$ cat src/hw/rtl/scfb_pkg.sv
// Shared types, constants and codes for the servo command frame builder.
package scfb_pkg;

  // Longest frame in bytes and the width of a byte count or byte index
  localparam int FRAME_MAX = 10;
  localparam int CNT_W     = $clog2(FRAME_MAX + 1);

  // Default depth of the command queue between front and back
  localparam int QUEUE_DEPTH_DEF = 2;

  // Saturation limits
  localparam logic [15:0]        ANGLE_MAX   = 16'd1000;
  localparam logic [15:0]        TIME_MAX    = 16'd30000;
  localparam logic signed [15:0] SPEED_LIMIT = 16'sd1000;

  // Length byte values and the resulting frame sizes (length plus three)
  localparam logic [7:0] LEN_LONG = 8'd7;
  localparam logic [7:0] LEN_LOAD = 8'd4;
  localparam logic [7:0] LEN_READ = 8'd3;
  localparam logic [CNT_W-1:0] NB_LONG = CNT_W'(7 + 3);
  localparam logic [CNT_W-1:0] NB_LOAD = CNT_W'(4 + 3);
  localparam logic [CNT_W-1:0] NB_READ = CNT_W'(3 + 3);

  // Command kinds
  typedef enum logic [1:0] {
    ACT_MOVE = 2'd0,
    ACT_MODE = 2'd1,
    ACT_LOAD = 2'd2,
    ACT_READ = 2'd3
  } action_t;

  // Configuration register indexes
  typedef enum logic [1:0] {
    REG_START_BYTE  = 2'd0,
    REG_MOVE_OPCODE = 2'd1,
    REG_MODE_OPCODE = 2'd2,
    REG_LOAD_OPCODE = 2'd3
  } reg_idx_t;

  // One fully built frame, byte 0 sent first
  typedef struct packed {
    logic [FRAME_MAX-1:0][7:0] bytes;
    logic [CNT_W-1:0]          nbytes;
  } frame_t;

endpackage

$ cat src/hw/rtl/scfb_if.sv
// Channel interfaces: command input, frame byte output, configuration writes.
interface scfb_in_if;
  logic              valid;
  logic              ready;
  logic [1:0]        action;
  logic [7:0]        servo_id;
  logic [15:0]       target_angle;
  logic [15:0]       move_time;
  logic [7:0]        motor_mode;
  logic signed [15:0] spin_speed;
  logic              load_flag;
  logic [7:0]        read_code;

  modport source (output valid, action, servo_id, target_angle, move_time,
                  motor_mode, spin_speed, load_flag, read_code, input ready);
  modport sink   (input valid, action, servo_id, target_angle, move_time,
                  motor_mode, spin_speed, load_flag, read_code, output ready);
endinterface

interface scfb_out_if;
  logic       valid;
  logic       ready;
  logic [7:0] frame_byte;
  logic       last_byte;

  modport source (output valid, frame_byte, last_byte, input ready);
  modport sink   (input valid, frame_byte, last_byte, output ready);
endinterface

interface scfb_cfg_if;
  logic       valid;
  logic       ready;
  logic [1:0] index;
  logic [7:0] data;

  modport source (output valid, index, data, input ready);
  modport sink   (input valid, index, data, output ready);
endinterface

$ cat src/hw/rtl/scfb_front.sv
// Front end: config registers, command accept, clamping and frame assembly.
module scfb_front (
  input  logic            clk,
  input  logic            rst_n,
  scfb_in_if.sink         in_ch,
  scfb_cfg_if.sink        cfg_ch,
  input  logic            q_full,
  output logic            q_push,
  output scfb_pkg::frame_t q_frame
);
  import scfb_pkg::*;

  logic [7:0] start_byte_r, move_opcode_r, mode_opcode_r, load_opcode_r;
  logic [6:0][7:0] body;      // id through last parameter
  logic [7:0] csum_acc;
  logic [7:0] csum;
  logic [15:0] angle_c, time_c;
  logic signed [15:0] speed_c;
  action_t act;

  // Config registers, always ready
  assign cfg_ch.ready = 1'b1;

  always_ff @(posedge clk) begin
    if (!rst_n) begin
      start_byte_r  <= 8'd85;
      move_opcode_r <= 8'd1;
      mode_opcode_r <= 8'd29;
      load_opcode_r <= 8'd31;
    end else if (cfg_ch.valid) begin
      case (reg_idx_t'(cfg_ch.index))
        REG_START_BYTE:  start_byte_r  <= cfg_ch.data;
        REG_MOVE_OPCODE: move_opcode_r <= cfg_ch.data;
        REG_MODE_OPCODE: mode_opcode_r <= cfg_ch.data;
        REG_LOAD_OPCODE: load_opcode_r <= cfg_ch.data;
        default: ;
      endcase
    end
  end

  // Accept whenever the queue has room
  assign in_ch.ready = !q_full;
  assign q_push      = in_ch.valid && !q_full;
  assign act         = action_t'(in_ch.action);

  // Saturation
  always_comb begin
    angle_c = (in_ch.target_angle > ANGLE_MAX) ? ANGLE_MAX : in_ch.target_angle;
    time_c  = (in_ch.move_time > TIME_MAX) ? TIME_MAX : in_ch.move_time;
    if (in_ch.spin_speed > SPEED_LIMIT) begin
      speed_c = SPEED_LIMIT;
    end else if (in_ch.spin_speed < -SPEED_LIMIT) begin
      speed_c = -SPEED_LIMIT;
    end else begin
      speed_c = in_ch.spin_speed;
    end
  end

  // Frame body per command; unused slots are zero so they drop out of the sum
  always_comb begin
    body    = '0;
    body[0] = in_ch.servo_id;
    case (act)
      ACT_MOVE: begin
        body[1] = LEN_LONG;
        body[2] = move_opcode_r;
        body[3] = angle_c[7:0];
        body[4] = angle_c[15:8];
        body[5] = time_c[7:0];
        body[6] = time_c[15:8];
      end
      ACT_MODE: begin
        body[1] = LEN_LONG;
        body[2] = mode_opcode_r;
        body[3] = in_ch.motor_mode;
        body[4] = 8'd0;
        body[5] = speed_c[7:0];
        body[6] = speed_c[15:8];
      end
      ACT_LOAD: begin
        body[1] = LEN_LOAD;
        body[2] = load_opcode_r;
        body[3] = {7'd0, in_ch.load_flag};
      end
      default: begin
        body[1] = LEN_READ;
        body[2] = in_ch.read_code;
      end
    endcase
  end

  // Inverted low byte of the body sum
  always_comb begin
    csum_acc = '0;
    for (int i = 0; i < 7; i++) begin
      csum_acc = csum_acc + body[i];
    end
    csum = ~csum_acc;
  end

  // Place start bytes, body and checksum
  always_comb begin
    q_frame          = '0;
    q_frame.bytes[0] = start_byte_r;
    q_frame.bytes[1] = start_byte_r;
    for (int i = 0; i < 7; i++) begin
      q_frame.bytes[i+2] = body[i];
    end
    case (act)
      ACT_MOVE, ACT_MODE: begin
        q_frame.bytes[9] = csum;
        q_frame.nbytes   = NB_LONG;
      end
      ACT_LOAD: begin
        q_frame.bytes[6] = csum;
        q_frame.nbytes   = NB_LOAD;
      end
      default: begin
        q_frame.bytes[5] = csum;
        q_frame.nbytes   = NB_READ;
      end
    endcase
  end

endmodule

$ cat src/hw/rtl/scfb_queue.sv
// Short frame queue between the front and back ends.
module scfb_queue #(
  parameter int DEPTH = scfb_pkg::QUEUE_DEPTH_DEF
) (
  input  logic             clk,
  input  logic             rst_n,
  input  logic             push,
  input  scfb_pkg::frame_t wr_frame,
  output logic             full,
  input  logic             pop,
  output logic             not_empty,
  output scfb_pkg::frame_t rd_frame
);
  import scfb_pkg::*;

  localparam int PW = (DEPTH > 1) ? $clog2(DEPTH) : 1;
  localparam int CW = $clog2(DEPTH + 1);

  frame_t          mem_r [DEPTH];
  logic [PW-1:0]   wr_ptr_r, rd_ptr_r;
  logic [CW-1:0]   count_r;

  assign full      = (count_r == CW'(DEPTH));
  assign not_empty = (count_r != '0);
  assign rd_frame  = mem_r[rd_ptr_r];

  // Storage
  always_ff @(posedge clk) begin
    if (push) begin
      mem_r[wr_ptr_r] <= wr_frame;
    end
  end

  // Pointers and fill count
  always_ff @(posedge clk) begin
    if (!rst_n) begin
      wr_ptr_r <= '0;
      rd_ptr_r <= '0;
      count_r  <= '0;
    end else begin
      if (push) begin
        wr_ptr_r <= (wr_ptr_r == PW'(DEPTH - 1)) ? '0 : wr_ptr_r + 1'b1;
      end
      if (pop) begin
        rd_ptr_r <= (rd_ptr_r == PW'(DEPTH - 1)) ? '0 : rd_ptr_r + 1'b1;
      end
      case ({push, pop})
        2'b10:   count_r <= count_r + 1'b1;
        2'b01:   count_r <= count_r - 1'b1;
        default: count_r <= count_r;
      endcase
    end
  end

  a_no_overflow: assert property (@(posedge clk) disable iff (!rst_n) full |-> !push)
    else $error("queue written while full");
  a_no_underflow: assert property (@(posedge clk) disable iff (!rst_n) pop |-> not_empty)
    else $error("queue read while empty");
  a_count_range: assert property (@(posedge clk) disable iff (!rst_n)
    count_r <= CW'(DEPTH))
    else $error("queue count out of range");

endmodule

$ cat src/hw/rtl/scfb_back.sv
// Back end: sends the queued frame one word per handshake, flags the last word.
module scfb_back (
  input  logic             clk,
  input  logic             rst_n,
  input  logic             q_not_empty,
  input  scfb_pkg::frame_t q_frame,
  output logic             q_pop,
  scfb_out_if.source       out_ch
);
  import scfb_pkg::*;

  frame_t           cur_r;
  logic [CNT_W-1:0] idx_r;
  logic             busy_r;
  logic             take;
  logic             last;

  assign take = busy_r && out_ch.ready;
  assign last = (idx_r == cur_r.nbytes - 1'b1);

  // Load the next frame while the current last word leaves
  assign q_pop = q_not_empty && (!busy_r || (take && last));

  always_ff @(posedge clk) begin
    if (q_pop) begin
      cur_r <= q_frame;
    end
  end

  always_ff @(posedge clk) begin
    if (!rst_n) begin
      busy_r <= 1'b0;
      idx_r  <= '0;
    end else if (q_pop) begin
      busy_r <= 1'b1;
      idx_r  <= '0;
    end else if (take) begin
      if (last) begin
        busy_r <= 1'b0;
      end else begin
        idx_r <= idx_r + 1'b1;
      end
    end
  end

  // Output word
  assign out_ch.valid      = busy_r;
  assign out_ch.frame_byte = cur_r.bytes[idx_r];
  assign out_ch.last_byte  = last;

  a_frame_size: assert property (@(posedge clk) disable iff (!rst_n)
    busy_r |-> (cur_r.nbytes == NB_LONG || cur_r.nbytes == NB_LOAD ||
                cur_r.nbytes == NB_READ))
    else $error("active frame has a bad size");
  a_idx_in_frame: assert property (@(posedge clk) disable iff (!rst_n)
    busy_r |-> (idx_r < cur_r.nbytes))
    else $error("word index beyond frame end");
  a_stall_holds: assert property (@(posedge clk) disable iff (!rst_n)
    (busy_r && !out_ch.ready) |=> (busy_r && $stable(idx_r)))
    else $error("frame advanced while stalled");

endmodule

$ cat src/hw/rtl/servo_command_frame_builder.sv
// Top level of the servo command frame builder: front, queue and back end.
//
//   port     dir   words                      handshake
//   in_ch    in    one servo command          valid/ready
//   out_ch   out   one frame byte, last flag  valid/ready
//   cfg_ch   in    register index and data    valid/ready, always ready
//
// A command becomes a frame of 6, 7 or 10 bytes on the byte output;
// the single byte-wide output port sets the command rate.
// The front builds a whole frame, checksum included, in the accept cycle.
// The queue holds QUEUE_DEPTH frames, so commands are taken while the back
// end is still sending; in_ch stalls only when the queue is full.
// Synchronous active-low reset restores the default registers, empties queue.
module servo_command_frame_builder #(
  parameter int QUEUE_DEPTH = scfb_pkg::QUEUE_DEPTH_DEF
) (
  input  logic      clk,
  input  logic      rst_n,
  scfb_in_if.sink   in_ch,
  scfb_out_if.source out_ch,
  scfb_cfg_if.sink  cfg_ch
);
  import scfb_pkg::*;

  frame_t push_frame, pop_frame;
  logic   push, pop, q_full, q_not_empty;

  scfb_front u_front (
    .clk     (clk),
    .rst_n   (rst_n),
    .in_ch   (in_ch),
    .cfg_ch  (cfg_ch),
    .q_full  (q_full),
    .q_push  (push),
    .q_frame (push_frame)
  );

  scfb_queue #(.DEPTH(QUEUE_DEPTH)) u_queue (
    .clk       (clk),
    .rst_n     (rst_n),
    .push      (push),
    .wr_frame  (push_frame),
    .full      (q_full),
    .pop       (pop),
    .not_empty (q_not_empty),
    .rd_frame  (pop_frame)
  );

  scfb_back u_back (
    .clk         (clk),
    .rst_n       (rst_n),
    .q_not_empty (q_not_empty),
    .q_frame     (pop_frame),
    .q_pop       (pop),
    .out_ch      (out_ch)
  );

endmodule

$ cat src/flat_wrapper.sv
// flat-port wrapper written by rule: the top's interface ports become plain ports
module servo_command_frame_builder_flat import scfb_pkg::*;
#(
  parameter int QUEUE_DEPTH = scfb_pkg::QUEUE_DEPTH_DEF
)
  (clk, rst_n, in_ch_valid, in_ch_action, in_ch_servo_id, in_ch_target_angle, in_ch_move_time, in_ch_motor_mode, in_ch_spin_speed, in_ch_load_flag, in_ch_read_code, in_ch_ready, out_ch_valid, out_ch_frame_byte, out_ch_last_byte, out_ch_ready, cfg_ch_valid, cfg_ch_index, cfg_ch_data, cfg_ch_ready);
  scfb_in_if in_ch_i ();
  scfb_out_if out_ch_i ();
  scfb_cfg_if cfg_ch_i ();
  input  logic clk;
  input  logic rst_n;
  input wire logic [$bits(in_ch_i.valid)-1:0] in_ch_valid;
  input wire logic [$bits(in_ch_i.action)-1:0] in_ch_action;
  input wire logic [$bits(in_ch_i.servo_id)-1:0] in_ch_servo_id;
  input wire logic [$bits(in_ch_i.target_angle)-1:0] in_ch_target_angle;
  input wire logic [$bits(in_ch_i.move_time)-1:0] in_ch_move_time;
  input wire logic [$bits(in_ch_i.motor_mode)-1:0] in_ch_motor_mode;
  input wire logic [$bits(in_ch_i.spin_speed)-1:0] in_ch_spin_speed;
  input wire logic [$bits(in_ch_i.load_flag)-1:0] in_ch_load_flag;
  input wire logic [$bits(in_ch_i.read_code)-1:0] in_ch_read_code;
  output wire logic [$bits(in_ch_i.ready)-1:0] in_ch_ready;
  output wire logic [$bits(out_ch_i.valid)-1:0] out_ch_valid;
  output wire logic [$bits(out_ch_i.frame_byte)-1:0] out_ch_frame_byte;
  output wire logic [$bits(out_ch_i.last_byte)-1:0] out_ch_last_byte;
  input wire logic [$bits(out_ch_i.ready)-1:0] out_ch_ready;
  input wire logic [$bits(cfg_ch_i.valid)-1:0] cfg_ch_valid;
  input wire logic [$bits(cfg_ch_i.index)-1:0] cfg_ch_index;
  input wire logic [$bits(cfg_ch_i.data)-1:0] cfg_ch_data;
  output wire logic [$bits(cfg_ch_i.ready)-1:0] cfg_ch_ready;
  assign in_ch_i.valid = in_ch_valid;
  assign in_ch_i.action = in_ch_action;
  assign in_ch_i.servo_id = in_ch_servo_id;
  assign in_ch_i.target_angle = in_ch_target_angle;
  assign in_ch_i.move_time = in_ch_move_time;
  assign in_ch_i.motor_mode = in_ch_motor_mode;
  assign in_ch_i.spin_speed = in_ch_spin_speed;
  assign in_ch_i.load_flag = in_ch_load_flag;
  assign in_ch_i.read_code = in_ch_read_code;
  assign in_ch_ready = in_ch_i.ready;
  assign out_ch_valid = out_ch_i.valid;
  assign out_ch_frame_byte = out_ch_i.frame_byte;
  assign out_ch_last_byte = out_ch_i.last_byte;
  assign out_ch_i.ready = out_ch_ready;
  assign cfg_ch_i.valid = cfg_ch_valid;
  assign cfg_ch_i.index = cfg_ch_index;
  assign cfg_ch_i.data = cfg_ch_data;
  assign cfg_ch_ready = cfg_ch_i.ready;
  servo_command_frame_builder #(.QUEUE_DEPTH(QUEUE_DEPTH)) u_core (.clk(clk), .rst_n(rst_n), .in_ch(in_ch_i), .out_ch(out_ch_i), .cfg_ch(cfg_ch_i));
endmodule
$ cat config.mk
export PLATFORM = sky130hd
export DESIGN_NAME = servo_command_frame_builder_flat
export DESIGN_NICKNAME = d
export VERILOG_FILES = /design/src/hw/rtl/scfb_pkg.sv /design/src/hw/rtl/scfb_if.sv /design/src/hw/rtl/scfb_front.sv /design/src/hw/rtl/scfb_queue.sv /design/src/hw/rtl/scfb_back.sv /design/src/hw/rtl/servo_command_frame_builder.sv /design/src/flat_wrapper.sv
export SDC_FILE = /design/constraint.sdc
export NUM_CORES = 1
export LEC_CHECK = 0
export BUFFER_PORTS_ARGS = -buffer_cell sky130_fd_sc_hd__clkbuf_2
export CORE_ASPECT_RATIO = 1.75
export CORE_UTILIZATION = 54
export DETAILED_ROUTE_END_ITERATION = 12
export PLACE_DENSITY = 0.76
export SYNTH_ARGS = -nofsm -noshare
export SYNTH_HDL_FRONTEND = slang
export SYNTH_SLANG_ARGS = --single-unit
$ cat constraint.sdc
create_clock -name clk -period 5.7 [get_ports clk]
set_input_delay 1.14 -clock clk [delete_from_list [all_inputs] [get_ports clk]]
set_output_delay 1.14 -clock clk [all_outputs]
set_load 0.005 [all_outputs]
[Word level (Yosys, flattened, before mapping)]
Memory sizes are Yosys's and may differ from the RTL's. A register that Yosys moved wholly into a read port is not among the register bits.
Index checks and enable logic that the tools add are counted.
Storage, ports and cells
  register bits: 41
  memory bits (writable): 168
  input port bits: 90
  word-level logic and storage cells: 82
  memories kept: 1
  ROM bits: 0
  latch bits: 0
Cells by class
  add/sub/neg operators: 12
  bitwise operators: 3
  multiply operators: 0
  div/mod/pow operators: 0
  reduce and logical (&&, ||, !) cells: 22
  eq/ne operators: 9
  $lt $le $gt $ge: 5
  mux-type cells: 21
  shift-type cells: 0
Memories
  u_core.u_queue.mem_r: depth 2, width 84, rd ports 1, clocked after memory_dff 1, wr ports 1, line scfb_queue.sv:19  | frame_t mem_r [DEPTH];
Operators with widths (count)
  2-to-1 mux 16 bit: 4
  adder 8 bit: 6
  one-hot mux 16 bit (3 select lines): 1
  one-hot mux 24 bit (2 select lines): 1
  binary-select mux 8 bit (select 4 bit): 1
  2-to-1 mux 8 bit: 4
  one-hot mux 8 bit (3 select lines): 1
  greater-than comparator 16 x 10 -> 1 bit, second input constant: 1
  greater-than comparator 16 x 11 -> 1 bit, second input constant: 1
  greater-than comparator 16 x 15 -> 1 bit, second input constant: 1
  < comparator 16 x 11 -> 1 bit, second input constant: 1
  AND reduction 2 bit: 6
  == test 2 bit, second input constant: 5
  inverter 8 bit: 1
  one-hot mux 4 bit (2 select lines): 1
  nonzero test 2 bit: 4
  2-to-1 mux 1 bit: 7
  == test 2 x 1 -> 1 bit, second input constant: 3
  < comparator 4 x 5 -> 1 bit, second input constant: 1
  adder 4 x 1 -> 4 bit, second input constant: 1
  == test 4 bit: 1
  logical AND 1 bit: 4
  zero test 2 bit: 2
  one-hot mux 2 bit (2 select lines): 1
  9 further kinds: 13

[Depth between registers and ports, before layout]
  depth after elaboration: 10
  depth in mapped cells: 23

[Cells and area by module]
From an unflattened synthesis, not the netlist that was laid out.
Unflattened totals
  cell total of the unflattened synthesis: 878
  area, all modules: 13227.7 µm²
Modules (own cells, without submodules)
  scfb_queue: cells an instance 283, sequential area each 5144.9 µm², instances 1, area an instance 6269.8 µm²
  scfb_front: cells an instance 425, sequential area each 640.6 µm², instances 1, area an instance 3494.6 µm²
  scfb_back: cells an instance 170, sequential area each 2622.5 µm², instances 1, area an instance 3463.3 µm²

[Least setup slack after synthesis]
No wires, ideal clock.
  path type: in2reg
  start point: in in_ch_spin_speed[13]
  end point: mem u_core.u_queue.mem_r[0][83] (netlist name) (data pin)
  slack: -0.308 ns
  library setup time: 0.266 ns
  stages: 20
  data required time: 5.434 ns
  arrival: 5.742 ns
  buffers on the path: 1
  path through: and4_1 -> nand4_1 -> ha_1 -> clkbuf_1 -> nor2_1 -> a22o_1 -> fa_1 -> inv_1 -> fa_1 -> inv_1 -> fa_1 -> fa_1 -> inv_1 -> fa_1 -> nor2b_1 -> o31ai_1 -> a21oi_1 -> xnor2_1 -> or2_0 -> mux2i_1
RTL lines
  start, declared: line flat_wrapper.sv:18  | input wire logic [$bits(in_ch_i.spin_speed)-1:0] in_ch_spin_speed;
  end, declared: line scfb_queue.sv:19

==> summary.md <==
| Metric | Value |
|---|---|
| Status | complete, but fails checks |
| Violated checks | design-rule violations |
| Max-cap violation count | 0 |
| Final setup margin | 0.142 ns |
| CTS clock-pin slew for the worst setup and hold paths | 0.07 ns |
| Worst setup SP type | input pin |
| Drt wl/cell | 20.6 um |
| Worst vdd ir | 0.000295 V |
| P_int | 4.29 mW |
| Syn_area_per_cell | 14.0 um2 |
| Crit Path Class | input pin to flop |
| Fin crit share | 0.975 |
| RSZ-0062 raised after global routing | yes |
| Overall power | 6.12 mW |
| # DRC | 2 |
| PortBufs | 100 |
| Vias in the first global route | 7490 |
| Pre-antenna DRT Iters | 9 |
| Cell count after synthesis | 806 |
| Via/cell ratio | 5.60 |
| Hold Crit Class | flop to flop |
| Area grow syn2layout | 21.8% |
| Chip height | 193 um |
| CTS tree | done |
| Max FO, Critical Path | 4 |
| I/O pin cnt | 102 |
| Pwr/cell area | 445 nW/um2 |
| H-tree depth | 1 |
| Routed Wire Length | 26400 um |
| CP bufs+invs | 5 |
| Maximum clock path buffer count | 3 |
| Initial antenna violation count | 0 |
| Synthesis-stage register bit count | 248 |
| Clk pwr share | 0.221 |
| Pre-CTS WS | -0.447 ns |
| Most frequent CP cell | fa_1 |
| Sequential share of power | 0.446 |
| DP Wirelength | 19400 um |
| Via Count | 7196 |
| Fin. max-slew vios | 0 |
| Synth cell types | 58 |
| Post-layout util | 0.676 |
| Fin Setup TNS | 0 ns |
| Initial Util | 0.555 |
| Async SR Flop Fraction | 0 |
| Nets@finish | 1155 |
| GPL Wtd Cong | 0.925 |
| Sequential area share after synthesis | 0.622 |
| NetSw | 1.83 mW |
| Min Clock Period, post-route | 5.56 ns |
| Clk_skew | 0.0172 ns |
| Syn Std Cell Area | 11300 um2 |
| Kind of cell adding the most delay to the critical path | adder cells |
| CTS Root Cell | clkbuf_16 |
| DRT iter0 DRCs | 424 |
| Clk_lat worst skew | 0.52 ns |
| Pleak | 5.32 nW |
| Ant. Diodes | 0 |
| Sw Ratio | 0.299 |
| Site row count | 69 |
| Slew @ Worst Pin | 1.20 ns |
| Largest net degree at the start of global routing | 71 |
| Post-synth EDFFs | 207 |
| Final hold violations | 0 |
| Max-Slew Margin vs Limit | 0.200 |
| First-pass GRT wire length | 40200 um |
| CP arrival | 5.91 ns |
| Die area | 21500 um2 |
| F_max | 0.180 GHz |
| # clock sinks | 248 |
| Num CTS Buffers | 22 |
| Ys flop type | edfxtp_1 |
| DRT antenna net count | 0 |
| Slowest-stage cell, CP | fa_1 |
| Required time worst endpoint | 6.05 ns |
| Tot GR Track Use | 0.249 |
| Layout cells sized above 1 | 0.360 |
| Core Area | 20400 um2 |
| Ys Warns | 0 |
| Worst path cell trace | buf_6 -> nand4bb_4 -> o21ai_2 -> a41o_1 -> o31ai_4 -> and2_4 -> buf_6 -> a22o_4 -> fa_1 -> inv_1 -> fa_1 -> inv_1 -> fa_1 -> fa_1 -> inv_2 -> fa_2 -> nor2b_4 -> o31ai_4 -> a21oi_2 -> xnor2_2 -> or2_0 -> mux2i_1 |
| CP endpoint kind | flop |
| Comb power frac | 0.334 |
| GRT overflow | 0 |
| Count of final setup violators | 0 |
| Die Span X | 111 um |
| Critical Path Max Stage Delay | 0.61 ns |
## placed cells by master, fill, tap and decap left out, drive strengths merged, types with 4 or more instances in the layout
master,n
o21ai,18
clkinv,9
inv,47
fa,28
a21boi,17
xnor2,14
a211oi,6
ha,16
nand2,68
o22ai,10
nand2b,6
nor2b,14
conb,6
nor2,57
xor2,4
nand3,13
a21oi,23
a21o,4
mux4,16
o21bai,5
nand4,4
buf,127
clkbuf,126
edfxtp,207
a22oi,4
mux2i,18
and2,5
and3,5
dfxtp,41
nor3,4
mux2,72
## power by group through the flow
stage,Sequential (mW),Combinational [mW],Clock (mW)
finish,2.73,2.04,1.35
global route,2.77,2.22,1.44
CTS,2.73,1.94,1.38
detailed placement,2.77,1.92,0
global placement,2.75,1.87,0
floorplan,2.72,1.24,0
## stage by stage
stage,std cells,area (um2),hold slack (ns)
floorplan,810,11400,0.425
global placement,1239,12900,0.436
detailed placement,1239,12900,0.437
CTS,1278,13600,0.464
global route,1284,13800,0.475
finish,1284,13800,0.465
## what timing repair did
action,CTS,global route
buffers inserted,0,6
gates resized for setup,0,32
hold buffers,0,0
setup endpoints to repair,0,18
## cells in the mapped netlist (4+ instances only)
master    instances  area, um2
a22oi_1           4       30.0
nor3_1            4       20.0
nand3_1          13       65.1
nand2b_1          6       37.5
clkbuf_1         28        105
o21bai_1          5       37.5
fa_1             28        561
nor2b_1          14       87.6
xor2_1            4       35.0
nand2_1          68        255
ha_1             16        200
mux2_2           72        811
a21o_1            4       30.0
a21oi_1          23        115
dfxtp_1          41        821
and2_1            5       31.3
a211oi_1          6       45.0
nor2_1           57        214
and3_1            5       31.3
inv_1            46        173
mux2i_1          18        180
o22ai_1          10       62.6
edfxtp_1        207       6220
a21boi_0         17        128
o21ai_0          18       90.1
mux4_2           14        315
xnor2_1          14        123
nand4_1           4       25.0
buf_1             4       15.0
## state kept, by name, indices dropped and copies added, names as in the netlist
register	cells
u_core.u_front.start_byte_r	8
u_core.u_front.move_opcode_r	8
u_core.u_front.mode_opcode_r	8
u_core.u_back.idx_r	4
u_core.u_queue.wr_ptr_r	1
u_core.u_queue.rd_ptr_r	1
u_core.u_front.load_opcode_r	8
u_core.u_back.cur_r	69
u_core.u_queue.mem_r	138
u_core.u_queue.count_r	2
u_core.u_back.out_ch.valid	1
## area by class of cell
type	count	area [um2]
repair buffers	225	1470
inverters	46	173
clock buffers	28	573
well taps	248	310
fillers	1479	6610
multi-input cells	478	4120
clock inverters	11	88.8
flip-flops and latches	248	7040
## layer usage
layer | vias up | global-route usage | part of all wire
met5 | - | 0 | 0
met2 | 222 | 0.452 | 0.54
li1 | 3363 | - | -
met1 | 3534 | 0.271 | 0.35
met4 | 0 | 0.154 | 0.064
met3 | 77 | 0.0367 | 0.041
## worst paths after layout
kind / start / endpoint / slack, ns / depth (start not counted)
max: in_ch_move_time[9] / u_core.u_queue.mem_r[0][83] / 0.14 / 22
min: u_core.u_front.start_byte_r[7] / u_core.u_queue.mem_r[1][19] / 0.47 / 0
min reg2reg: u_core.u_front.start_byte_r[7] / u_core.u_queue.mem_r[1][19] / 0.47 / 0
max reg2reg: u_core.u_front.move_opcode_r[2] / u_core.u_queue.mem_r[0][83] / 1.12 / 15
## kinds of logic (layout without fill, tap and decap cells)
| logic type | Yosys count | in the layout | share of synthesized area |
|---|---|---|---|
| xor+xnor | 19 | 19 | 0.0159 |
| flops | 248 | 248 | 0.622 |
| buf+inv | 84 | 310 | 0.0296 |
| compound gates | 107 | 107 | 0.0622 |
| fa+ha+maj | 44 | 44 | 0.0673 |
| other cells | 2 | 6 | 0.000664 |
| mux | 106 | 106 | 0.120 |
| simple gates | 196 | 196 | 0.0817 |
(Power assumes the default switching activity.)
